**src/rtl/core/multi_channel_heartbeat_watchdog_defines.svh**
```systemverilog
// ----------------------------------------------------------------------------
// Heartbeat watchdog assertion macros
// Shared concurrent assertion forms used by the watchdog RTL.
// ----------------------------------------------------------------------------
`ifndef MULTI_CHANNEL_HEARTBEAT_WATCHDOG_DEFINES_SVH
`define MULTI_CHANNEL_HEARTBEAT_WATCHDOG_DEFINES_SVH

// Consequent must hold in the same cycle as the antecedent.
`define HBW_ASSERT_SAME(lbl, ante, cons, msg) \
  lbl: assert property (@(posedge clk_i) disable iff (!rst_ni) (ante) |-> (cons)) \
    else $error(msg);

// Consequent must hold in the cycle after the antecedent.
`define HBW_ASSERT_NEXT(lbl, ante, cons, msg) \
  lbl: assert property (@(posedge clk_i) disable iff (!rst_ni) (ante) |=> (cons)) \
    else $error(msg);

`endif

```
**src/rtl/core/hbw_pkg.sv**
```systemverilog
// ----------------------------------------------------------------------------
// Heartbeat watchdog package
// Sizes, codes and interface types shared by the watchdog modules.
// ----------------------------------------------------------------------------
package hbw_pkg;

  localparam int NUM_CHANNELS = 8;
  localparam int TIME_BITS    = 16;
  localparam int LIMIT_W      = 16;
  localparam int MASK_W       = 8;
  localparam int CHAN_W       = 3;
  localparam int SEQ_W        = 8;
  localparam int STATUS_W     = 8;
  localparam int CFG_IDX_W    = 2;
  localparam int CFG_DATA_W   = 16;
  localparam int CMP_W        = (TIME_BITS > LIMIT_W) ? TIME_BITS : LIMIT_W;

  localparam logic [SEQ_W-1:0]    FIRST_VALUE = 8'd42;
  localparam logic [STATUS_W-1:0] STATUS_OK   = 8'd13;
  localparam logic [STATUS_W-1:0] STATUS_KILL = 8'd255;

  localparam logic [LIMIT_W-1:0] HB_LIMIT_RST  = 16'd100;
  localparam logic [LIMIT_W-1:0] HS_LIMIT_RST  = 16'd200;
  localparam logic [MASK_W-1:0]  REQ_MASK_RST  = 8'd126;

  typedef enum logic [CFG_IDX_W-1:0] {
    CFG_HB_LIMIT = 2'd0,
    CFG_HS_LIMIT = 2'd1,
    CFG_REQ_MASK = 2'd2,
    CFG_UNUSED   = 2'd3
  } hbw_cfg_e;

  typedef enum logic {
    REQ_TICK      = 1'b0,
    REQ_HEARTBEAT = 1'b1
  } hbw_req_e;

  typedef logic [TIME_BITS-1:0] hbw_time_t;
  typedef logic [CMP_W-1:0]     hbw_cmp_t;

  typedef struct packed {
    logic tick;
    logic hb_write;
  } hbw_chan_ctrl_t;

  typedef struct packed {
    logic started;
    logic seq_next_ok;
    logic timed_out;
  } hbw_chan_stat_t;

  typedef struct packed {
    logic                handshake_done;
    logic                failed;
    logic [STATUS_W-1:0] status_code;
  } hbw_result_t;

endpackage

```
**src/rtl/core/hbw_channel.sv**
```systemverilog
// ----------------------------------------------------------------------------
// Heartbeat watchdog channel
// Per-channel start flag, last sequence byte and saturating age counter.
// ----------------------------------------------------------------------------
module hbw_channel (
  input  logic                          clk_i,
  input  logic                          rst_ni,
  input  hbw_pkg::hbw_chan_ctrl_t       ctrl_i,
  input  logic [hbw_pkg::SEQ_W-1:0]     seq_i,
  input  logic [hbw_pkg::LIMIT_W-1:0]   hb_limit_i,
  output hbw_pkg::hbw_chan_stat_t       stat_o
);

  logic                      started_q, started_d;
  logic [hbw_pkg::SEQ_W-1:0] last_q, last_d;
  hbw_pkg::hbw_time_t        age_q, age_d;
  hbw_pkg::hbw_time_t        age_inc;

  assign age_inc = (age_q == '1) ? age_q : age_q + 1'b1;

  always_comb begin
    started_d = started_q;
    last_d    = last_q;
    age_d     = age_q;
    if (ctrl_i.hb_write) begin
      started_d = 1'b1;
      last_d    = seq_i;
      age_d     = '0;
    end else if (ctrl_i.tick) begin
      age_d = age_inc;
    end
  end

  always_ff @(posedge clk_i or negedge rst_ni) begin
    if (!rst_ni) begin
      started_q <= 1'b0;
      last_q    <= '0;
      age_q     <= '0;
    end else begin
      started_q <= started_d;
      last_q    <= last_d;
      age_q     <= age_d;
    end
  end

  assign stat_o.started     = started_q;
  assign stat_o.seq_next_ok = (seq_i == last_q + 1'b1);
  assign stat_o.timed_out   = hbw_pkg::hbw_cmp_t'(age_inc) > hbw_pkg::hbw_cmp_t'(hb_limit_i);

endmodule

```
**src/rtl/core/hbw_out_reg.sv**
```systemverilog
// ----------------------------------------------------------------------------
// Heartbeat watchdog output register
// Holds one status result until the downstream side takes it.
// ----------------------------------------------------------------------------
module hbw_out_reg (
  input  logic                  clk_i,
  input  logic                  rst_ni,
  input  logic                  load_i,
  input  hbw_pkg::hbw_result_t  result_i,
  output logic                  ready_o,
  output logic                  valid_o,
  input  logic                  take_i,
  output hbw_pkg::hbw_result_t  result_o
);

  logic                 valid_q, valid_d;
  hbw_pkg::hbw_result_t data_q;

  assign ready_o = !valid_q || take_i;
  assign valid_d = load_i || (valid_q && !take_i);

  always_ff @(posedge clk_i or negedge rst_ni) begin
    if (!rst_ni) begin
      valid_q <= 1'b0;
    end else begin
      valid_q <= valid_d;
    end
  end

  always_ff @(posedge clk_i) begin
    if (load_i) begin
      data_q <= result_i;
    end
  end

  assign valid_o  = valid_q;
  assign result_o = data_q;

endmodule

```
**src/rtl/core/multi_channel_heartbeat_watchdog.sv**
```systemverilog
// ----------------------------------------------------------------------------
// Multi-channel heartbeat watchdog
// Checks the start-up handshake, heartbeat sequence and timeouts per channel.
// ----------------------------------------------------------------------------
// Each accepted item is held in the input register and is resolved against
// the watchdog state from there, so the block takes one item per cycle while
// no tick waits. A tick yields one status transfer on the master side and a
// heartbeat yields none; a tick waits in the input register only while the
// output register holds an untaken status. Status is 13 while healthy and
// 255 once a failure has latched; only reset clears a failure.
// ----------------------------------------------------------------------------
`include "multi_channel_heartbeat_watchdog_defines.svh"

module multi_channel_heartbeat_watchdog (
  input  logic        clk_i,
  input  logic        rst_ni,
  input  logic        cfg_we_i,
  input  logic [hbw_pkg::CFG_IDX_W-1:0]  cfg_idx_i,
  input  logic [hbw_pkg::CFG_DATA_W-1:0] cfg_wdata_i,
  input  logic        s_axis_tvalid,
  output logic        s_axis_tready,
  input  logic [15:0] s_axis_tdata,   // [2:0] channel, [10:3] sequence_req
  input  logic        s_axis_tuser,   // [0] req_type
  output logic        m_axis_tvalid,
  input  logic        m_axis_tready,
  output logic [15:0] m_axis_tdata    // [7:0] status_code, [8] failed, [9] handshake_done
);

  localparam int N = hbw_pkg::NUM_CHANNELS;

  logic [hbw_pkg::LIMIT_W-1:0] hb_limit_q, hs_limit_q;
  logic [hbw_pkg::MASK_W-1:0]  req_mask_q;

  logic                        in_valid_q;
  hbw_pkg::hbw_req_e           in_type_q;
  logic [hbw_pkg::CHAN_W-1:0]  in_ch_q;
  logic [hbw_pkg::SEQ_W-1:0]   in_seq_q;

  logic               fail_q, fail_d;
  logic               hs_done_q, hs_done_d;
  hbw_pkg::hbw_time_t since_start_q, since_start_d;

  hbw_pkg::hbw_chan_ctrl_t ctrl[N];
  hbw_pkg::hbw_chan_stat_t stat[N];
  logic [N-1:0] hit_vec, started_vec, seq_ok_vec, tout_vec, req_vec;

  logic out_ready, proc_tick, proc_hb, hb_valid, first_ok, sel_started, sel_seq_ok;
  logic hs_fire, hs_fail, hs_new, tmo_fail, hb_fail, hb_hs_set;
  hbw_pkg::hbw_result_t result, result_out;

  // Configuration
  always_ff @(posedge clk_i or negedge rst_ni) begin
    if (!rst_ni) begin
      hb_limit_q <= hbw_pkg::HB_LIMIT_RST;
      hs_limit_q <= hbw_pkg::HS_LIMIT_RST;
      req_mask_q <= hbw_pkg::REQ_MASK_RST;
    end else if (cfg_we_i) begin
      unique case (hbw_pkg::hbw_cfg_e'(cfg_idx_i))
        hbw_pkg::CFG_HB_LIMIT: hb_limit_q <= cfg_wdata_i[hbw_pkg::LIMIT_W-1:0];
        hbw_pkg::CFG_HS_LIMIT: hs_limit_q <= cfg_wdata_i[hbw_pkg::LIMIT_W-1:0];
        hbw_pkg::CFG_REQ_MASK: req_mask_q <= cfg_wdata_i[hbw_pkg::MASK_W-1:0];
        default: ;
      endcase
    end
  end

  // Input register
  assign proc_tick     = in_valid_q && (in_type_q == hbw_pkg::REQ_TICK) && out_ready;
  assign proc_hb       = in_valid_q && (in_type_q == hbw_pkg::REQ_HEARTBEAT);
  assign s_axis_tready = !in_valid_q || proc_tick || proc_hb;

  always_ff @(posedge clk_i or negedge rst_ni) begin
    if (!rst_ni) begin
      in_valid_q <= 1'b0;
    end else if (s_axis_tready) begin
      in_valid_q <= s_axis_tvalid;
    end
  end

  always_ff @(posedge clk_i) begin
    if (s_axis_tready && s_axis_tvalid) begin
      in_type_q <= hbw_pkg::hbw_req_e'(s_axis_tuser);
      in_ch_q   <= s_axis_tdata[hbw_pkg::CHAN_W-1:0];
      in_seq_q  <= s_axis_tdata[hbw_pkg::CHAN_W +: hbw_pkg::SEQ_W];
    end
  end

  // Channels
  assign first_ok = (in_seq_q == hbw_pkg::FIRST_VALUE);
  assign hb_valid = proc_hb && !fail_q && (|hit_vec);

  for (genvar g = 0; g < N; g++) begin : g_chan
    assign hit_vec[g] = (32'(in_ch_q) == 32'(g));
    if (g < hbw_pkg::MASK_W) begin : g_req
      assign req_vec[g] = req_mask_q[g];
    end else begin : g_noreq
      assign req_vec[g] = 1'b0;
    end
    assign ctrl[g].tick     = proc_tick;
    assign ctrl[g].hb_write = hb_valid && hit_vec[g] && (stat[g].started || first_ok);
    assign started_vec[g]   = stat[g].started;
    assign seq_ok_vec[g]    = stat[g].seq_next_ok;
    assign tout_vec[g]      = stat[g].timed_out;

    hbw_channel u_chan (
      .clk_i      (clk_i),
      .rst_ni     (rst_ni),
      .ctrl_i     (ctrl[g]),
      .seq_i      (in_seq_q),
      .hb_limit_i (hb_limit_q),
      .stat_o     (stat[g])
    );
  end

  assign sel_started = |(started_vec & hit_vec);
  assign sel_seq_ok  = |(seq_ok_vec & hit_vec);
  assign hb_fail     = hb_valid && (sel_started ? !sel_seq_ok : !first_ok);
  assign hb_hs_set   = hb_valid && !sel_started && !first_ok;

  // Tick evaluation
  assign since_start_d = (since_start_q == '1) ? since_start_q : since_start_q + 1'b1;
  assign hs_fire  = !hs_done_q && !fail_q &&
                    (hbw_pkg::hbw_cmp_t'(since_start_d) > hbw_pkg::hbw_cmp_t'(hs_limit_q));
  assign hs_fail  = hs_fire && (|(req_vec & ~started_vec));
  assign hs_new   = hs_done_q || hs_fire;
  assign tmo_fail = hs_new && (|((req_vec | started_vec) & tout_vec));

  always_comb begin
    fail_d    = fail_q;
    hs_done_d = hs_done_q;
    if (proc_tick) begin
      fail_d    = fail_q || hs_fail || tmo_fail;
      hs_done_d = hs_new;
    end else if (proc_hb) begin
      fail_d    = fail_q || hb_fail;
      hs_done_d = hs_done_q || hb_hs_set;
    end
  end

  always_ff @(posedge clk_i or negedge rst_ni) begin
    if (!rst_ni) begin
      fail_q        <= 1'b0;
      hs_done_q     <= 1'b0;
      since_start_q <= '0;
    end else begin
      fail_q    <= fail_d;
      hs_done_q <= hs_done_d;
      if (proc_tick) begin
        since_start_q <= since_start_d;
      end
    end
  end

  // Result
  assign result.status_code    = fail_d ? hbw_pkg::STATUS_KILL : hbw_pkg::STATUS_OK;
  assign result.failed         = fail_d;
  assign result.handshake_done = hs_done_d;

  hbw_out_reg u_out (
    .clk_i    (clk_i),
    .rst_ni   (rst_ni),
    .load_i   (proc_tick),
    .result_i (result),
    .ready_o  (out_ready),
    .valid_o  (m_axis_tvalid),
    .take_i   (m_axis_tready),
    .result_o (result_out)
  );

  assign m_axis_tdata = {6'b0, result_out.handshake_done, result_out.failed,
                         result_out.status_code};

  `HBW_ASSERT_NEXT(a_fail_sticky, fail_q, fail_q, "failure latch cleared without reset")
  `HBW_ASSERT_NEXT(a_hs_sticky, hs_done_q, hs_done_q, "handshake done cleared without reset")
  `HBW_ASSERT_SAME(a_status_match, m_axis_tvalid,
                   (result_out.status_code == hbw_pkg::STATUS_KILL) == result_out.failed,
                   "status code disagrees with failed flag")
  `HBW_ASSERT_NEXT(a_started_grows, 1'b1,
                   (started_vec & $past(started_vec)) == $past(started_vec),
                   "a started channel lost its start flag")

endmodule

```
**config.mk**
```make
export PLATFORM = sky130hd
export DESIGN_NAME = multi_channel_heartbeat_watchdog
export DESIGN_NICKNAME = d
export VERILOG_FILES = /design/src/rtl/core/hbw_pkg.sv /design/src/rtl/core/hbw_channel.sv /design/src/rtl/core/hbw_out_reg.sv /design/src/rtl/core/multi_channel_heartbeat_watchdog.sv
export VERILOG_INCLUDE_DIRS = /design/src /design/src/rtl/core
export SDC_FILE = /design/constraint.sdc
export NUM_CORES = 1
export LEC_CHECK = 0
export ABC_AREA = 1
export BUFFER_PORTS_ARGS = -buffer_cell sky130_fd_sc_hd__buf_2
export CAP_MARGIN = 25
export CORE_ASPECT_RATIO = 1.25
export CORE_MARGIN = 5
export CORE_UTILIZATION = 55
export CTS_BUF_LIST = sky130_fd_sc_hd__clkbuf_8
export DETAILED_ROUTE_END_ITERATION = 10
export MAX_ROUTING_LAYER = met4
export PLACE_DENSITY = 0.72
export SYNTH_ARGS = -nofsm -noshare
export SYNTH_HDL_FRONTEND = slang
export SYNTH_HIERARCHICAL = 1
export SYNTH_SLANG_ARGS = --single-unit
export TNS_END_PERCENT = 50
```
**constraint.sdc**
```tcl
create_clock -name clk_i -period 3.2 [get_ports clk_i]
set_input_delay 0.16 -clock clk_i [delete_from_list [all_inputs] [get_ports clk_i]]
set_output_delay 0.16 -clock clk_i [all_outputs]
set_load 0.1 [all_outputs]
```
* After elaboration in Yosys (flattened, before gate mapping)
Cells that the tools add are included.
Storage, ports and cells: register bits after elaboration 282, output and inout port bits 18
Operators by class: magnitude comparators 9, bitwise operators 7, $add $sub $neg 17, reduce and logical (&&, ||, !) cells 73, eq/ne operators 27, mux-type cells 31
Operators with widths (number):
- $mux 16 | 25
- $add 16x1->16 const B | 9
- $eq 16x16->1 const B | 9
- $gt 16x16->1 | 9
- $add 8x1->8 const B | 8
- $eq 8x8->1 | 8
- $reduce_or 8->1 | 5
- $and 8x8->8 | 4
- $logic_and 1x1->1 | 30
- $logic_or 1x1->1 | 17
- $reduce_bool 2->1 | 8
- $eq 3x3->1 const B | 4
- $eq 8x6->1 const B | 1
- $logic_not 1->1 | 8
- $mux 8 | 1
- $not 8->8 | 1
- $or 8x8->8 | 1
- $eq 3x2->1 const B | 2
- $reduce_and 2->1 | 3
- $mux 1 | 5
- $eq 3x1->1 const B | 1
- $logic_not 3->1 | 1
- $eq 2x1->1 const B | 1
- $eq 2x2->1 const B | 1
- 2 further kinds | 2

* Depth between registers and ports, before layout
depth after elaboration 11, depth in mapped cells 25

* Cells and area by module
Netlist, hierarchy kept.
Modules (own cells, without submodules):
- hbw_channel (g_chan[2].u_chan ...) | seq. area each 625.6 sq um, instances 3, area each 2160.8 sq um, cells an instance 327
- multi_channel_heartbeat_watchdog | seq. area each 1851.8 sq um, instances 1, area each 3997.6 sq um, cells an instance 515
- hbw_channel (g_chan[4].u_chan) | seq. area each 625.6 sq um, instances 1, area each 2158.3 sq um, cells an instance 335
- hbw_channel (g_chan[7].u_chan) | seq. area each 625.6 sq um, instances 1, area each 2139.6 sq um, cells an instance 331
- hbw_channel (g_chan[0].u_chan) | seq. area each 625.6 sq um, instances 1, area each 2138.3 sq um, cells an instance 334
- hbw_channel (g_chan[1].u_chan) | seq. area each 625.6 sq um, instances 1, area each 2132.0 sq um, cells an instance 331
- hbw_channel (g_chan[5].u_chan) | seq. area each 625.6 sq um, instances 1, area each 2110.8 sq um, cells an instance 316
- hbw_out_reg | seq. area each 325.3 sq um, instances 1, area each 345.3 sq um, cells an instance 15

* Worst setup path after synthesis
No wires, ideal clock.
path type register to register, start register g_chan[4].u_chan.age_q[0], end register u_out.data_q (netlist bit u_out/result_o[1]), data pin, stages on the path, launching flop included 23, library setup time 297 ps, arrival time 2579 ps, path buffers 1, data required time 2903 ps, path slack 324 ps, path through dfrtp_1 -> ha_1 -> nand3_2 -> nor3_4 -> nand3_4 -> buf_6 -> nand2_2 -> and2_1 -> ha_1 -> nand2_1 -> nand2_1 -> nand2_1 -> nand2_1 -> nand2_1 -> nand2_1 -> nand2_1 -> a21oi_1 -> o21ai_0 -> nand2_1 -> nor2_1 -> nand2_1 -> a21oi_1 -> nand3_1
RTL lines:
- start, declared | RTL line hbw_channel.sv:16 | hbw_pkg::hbw_time_t age_q, age_d;
- start signal, assigned | RTL line hbw_channel.sv:42 | age_q <= age_d;
- end signal, assigned | RTL line hbw_out_reg.sv:32 | data_q <= result_i;
- end, declared | RTL line hbw_out_reg.sv:17 | hbw_pkg::hbw_result_t data_q;

==> reports/results.tsv <==
metric	value	unit
sequential power share	0.336	
clock skew	0.0242	ns
f_max	315	MHz
num ports	58	
PwrDens	560	nW/µm²
RSZ-0062 raised after global routing	yes	
relative slew slack	0.310	
total global-route track usage	0.269	
clock network fraction of total power	0.251	
Hold Vio Cnt, Final	0	
Synth Warn #	6	
post-synthesis average cell area	6.81	µm²
clk sinks	282	
WL final	58.0	mm
final core area utilization	0.647	
n_diodes	0	
worst reg2reg path depth	21	
largest net degree at the start of global routing	93	
fillcell total	3521	
Worst setup EP type	register	
number of placement rows	81	
critical path class	reg -> reg	
final slew viol count	0	
final net count	3588	
WP data arrival	3.57	ns
DR vias	20600	
Yosys cell types	40	
vias in the first global route	20000	
Peak VDD IR	0.000450	V
GR Util met2	0.480	
Post-synth EDFFs	22	
placed instance area	23000	µm²
Tmin final	3.18	ns
final setup margin	0.0231	ns
post-synthesis sequential area ratio	0.334	
worst r2r dst	u_out/result_o[1]	
Die Y	231	µm
Reg2Reg Setup Slack	0.02	ns
Starting Density	0.553	
Clock Latency Late Sink	0.64	ns
Clock Tree Root	clkbuf_8	
CP Max Fanout	7	
pre-CTS setup slack	-0.0213	ns
Max Cap Violations	0	
DRC Markers	0	
outcome	finished clean	
H-tree depth	2	
core box area	38900	µm²
Num CTS Buffers	50	
antenna-violating nets left	0	
Setup-failing EPs final	0	
Netlist Area Pre-Place	21500	µm²
Multi-input gate area	12800	µm²
global-route wire length before repair	94.5	mm
CTS max path bufs	3	
number of DRC markers in iteration 0	1018	
TritonCTS clock tree	built	
Die W	187	µm
sw frac	0.415	
worst hold-check slack	0.0524	ns
number of synthesized register bits	282	
Least-Margin Pin Slew	1.03	ns
via density per instance	5.25	
Psw	5.85	mW
flip-flop and latch area	7200	µm²
Setup TNS	0	ns
GR Util met3	0.0339	
fraction of registers with async set/reset	0.922	
Leakage	13.4	nW
Pre-antenna DRT Iters	5	
area growth from synthesis to layout	17.2	%
Port Buffers	46	
GP Congestion	0.942	
DR WL/cell	14.8	µm
ratio of cells with drive above 1 in the final layout	0.167	
met1 Use GR	0.315	
predominant post-synthesis flop cell	dfrtp_1	
grt total ovfl	0	
Tcrit/Tclk final	0.993	
initial antenna violation count	0	
Top Usage Layer GRT	met2	
design area	25200	µm²
Gate Count Post-Synth	3158	
CP Data Required Time	3.59	ns
Final HPWL DP	41.4	mm
FF-to-FF Start	g_chan[4].u_chan/age_q[0]	
Int Pwr	8.25	mW
Gate power share	0.414	
clock-pin slew on the worst setup and hold paths	0.07	ns
Die ar.	43200	µm²
Hold WC Path Type	in -> async	
CP Launch Type	register	
worst max path at each step:
stage	start	end	slack [ns]	cells past startpoint
after floorplan	g_chan[4].u_chan/age_q[0]	u_out/result_o[1]	0.32	22
after global placement	g_chan[3].u_chan/age_q[0]	u_out/result_o[4]	0.05	23
after detailed placement	g_chan[1].u_chan/age_q[1]	u_out/result_o[1]	-0.02	19
after CTS	g_chan[6].u_chan/age_q[0]	u_out/result_o[1]	0.005	21
after global routing	g_chan[4].u_chan/age_q[0]	u_out/result_o[1]	-0.15	20
final	g_chan[4].u_chan/age_q[0]	u_out/result_o[1]	0.02	21
cell usage after synthesis (2+ instances only):
cell / instances / area (µm²)
nand2_1: 1132 / 4250
inv_1: 436 / 1640
nor2_1: 274 / 1030
dfrtp_1: 248 / 6210
o21ai_0: 165 / 826
ha_1: 161 / 2010
nand3_1: 151 / 756
nand2_2: 89 / 557
a21oi_1: 86 / 430
xor2_1: 76 / 666
nand4_1: 63 / 394
xnor2_1: 30 / 263
clkbuf_1: 25 / 93.8
edfxtp_1: 22 / 661
inv_2: 19 / 71.3
nor2_2: 19 / 119
o21a_1: 15 / 113
buf_4: 14 / 105
o21ai_1: 14 / 70.1
buf_2: 12 / 60.1
dfstp_2: 12 / 315
o21ai_2: 12 / 105
nand2_4: 10 / 113
and2_1: 9 / 56.3
buf_6: 9 / 101
nand3_2: 8 / 80.1
nor2_4: 8 / 90.1
or2_2: 8 / 50.1
o211ai_1: 7 / 52.6
nor3_1: 5 / 25.0
a211oi_1: 3 / 22.5
nor2_8: 3 / 60.1
nor3_2: 3 / 30.0
o21bai_1: 3 / 22.5
conb_1: 2 / 7.51
logic make-up (layout without fill, tap and decap cells):
family,after synthesis,after routing,synth area share
simple gates,1785,1786,0.356
buf+inv,515,777,0.0962
xor+xnor,106,106,0.0432
other cells,2,9,0.000349
flops,282,282,0.334
fa+ha+maj,161,161,0.0937
compound gates,307,307,0.0770
timing repair:
action | 4_1_cts | 5_1_grt
endpoints found under the hold margin | 230 | 0
endpoints found under the setup margin | 6 | 7
hold buffers | 31 | 0
buffers inserted | 1 | 30
gates cloned | 0 | 1
pin swaps | 0 | 45
gates resized for setup | 4 | 159
registers in the layout, summed over array words and instances (netlist names):
name / count
g_chan.u_chan/age_q: 128
g_chan.u_chan/last_q: 64
hb_limit_q: 16
hs_limit_q: 16
since_start_q: 16
u_out/result_o: 10
g_chan.u_chan/started_q: 8
in_seq_q: 8
req_mask_q: 8
in_ch_q: 3
fail_q: 1
hs_done_q: 1
in_type_q: 1
in_valid_q: 1
u_out/valid_o: 1
layer usage:
layer | vias up | part of all wire
met4 | 0 | 0.039
met2 | 494 | 0.50
met1 | 9650 | 0.41
li1 | 10300 | -
met5 | - | 0
met3 | 144 | 0.049
power groups by stage:
stage | clock [mW] | sequential (mW) | combinational, mW
2_1_floorplan | 0 | 4.83 | 3.46
3_3_place_gp | 0 | 4.72 | 5.05
3_5_place_dp | 0 | 4.74 | 5.33
4_1_cts | 3.63 | 4.68 | 5.40
5_1_grt | 3.79 | 4.80 | 6.61
6_report | 3.53 | 4.73 | 5.83
placed cells by master, fill, tap and decap left out, drive strengths merged:
cell and instances:
a211oi 3, a21o 1, a21oi 86, a31oi 1
and2 9, buf 198, bufinv 2, clkbuf 61
clkinv 15, clkinvlp 2, conb 9, dfrtp 248
dfstp 12, dlygate4sd3 31, edfxtp 22, ha 161
inv 468, nand2 1231, nand3 161, nand3b 1
nand4 63, nor2 304, nor3 9, o211ai 7
o21a 15, o21ai 191, o21bai 3, or2 8
xnor2 30, xor2 76
critical path: stages, from the launching register on:
cell and delay (ns):
dfrtp_1 0.40, ha_4 0.17, nand3_4 0.09, nor3_4 0.30
buf_6 0.15, nand3_4 0.14, buf_4 0.18, nand2_2 0.09
ha_1 0.23, nand2_1 0.07, nor2_1 0.05, nand2_2 0.08
inv_1 0.05, nand2_1 0.09, a21oi_2 0.08, o21ai_1 0.08
nand2_1 0.07, nor2_2 0.14, nand2_1 0.09, a21oi_1 0.15
nand3_1 0.09, buf_6 0.15
metrics by stage:
stage	total power, mW	instances
after floorplan	8.30	3165
after global placement	9.77	3763
after detailed placement	10.1	3766
after CTS	13.7	3891
after global routing	15.2	3926
final	14.1	3926
cell type report:
cell class / count / area share
Clock buffer: 61 / 0.0333
Clock inverter: 32 / 0.00785
Inverter: 455 / 0.0685
Multi-Input combinational cell: 2369 / 0.509
Sequential cell: 282 / 0.286
Tap cell: 498 / 0.0247
Timing Repair Buffer: 229 / 0.0709
No activity file was read; power rests on OpenSTA's default activity.
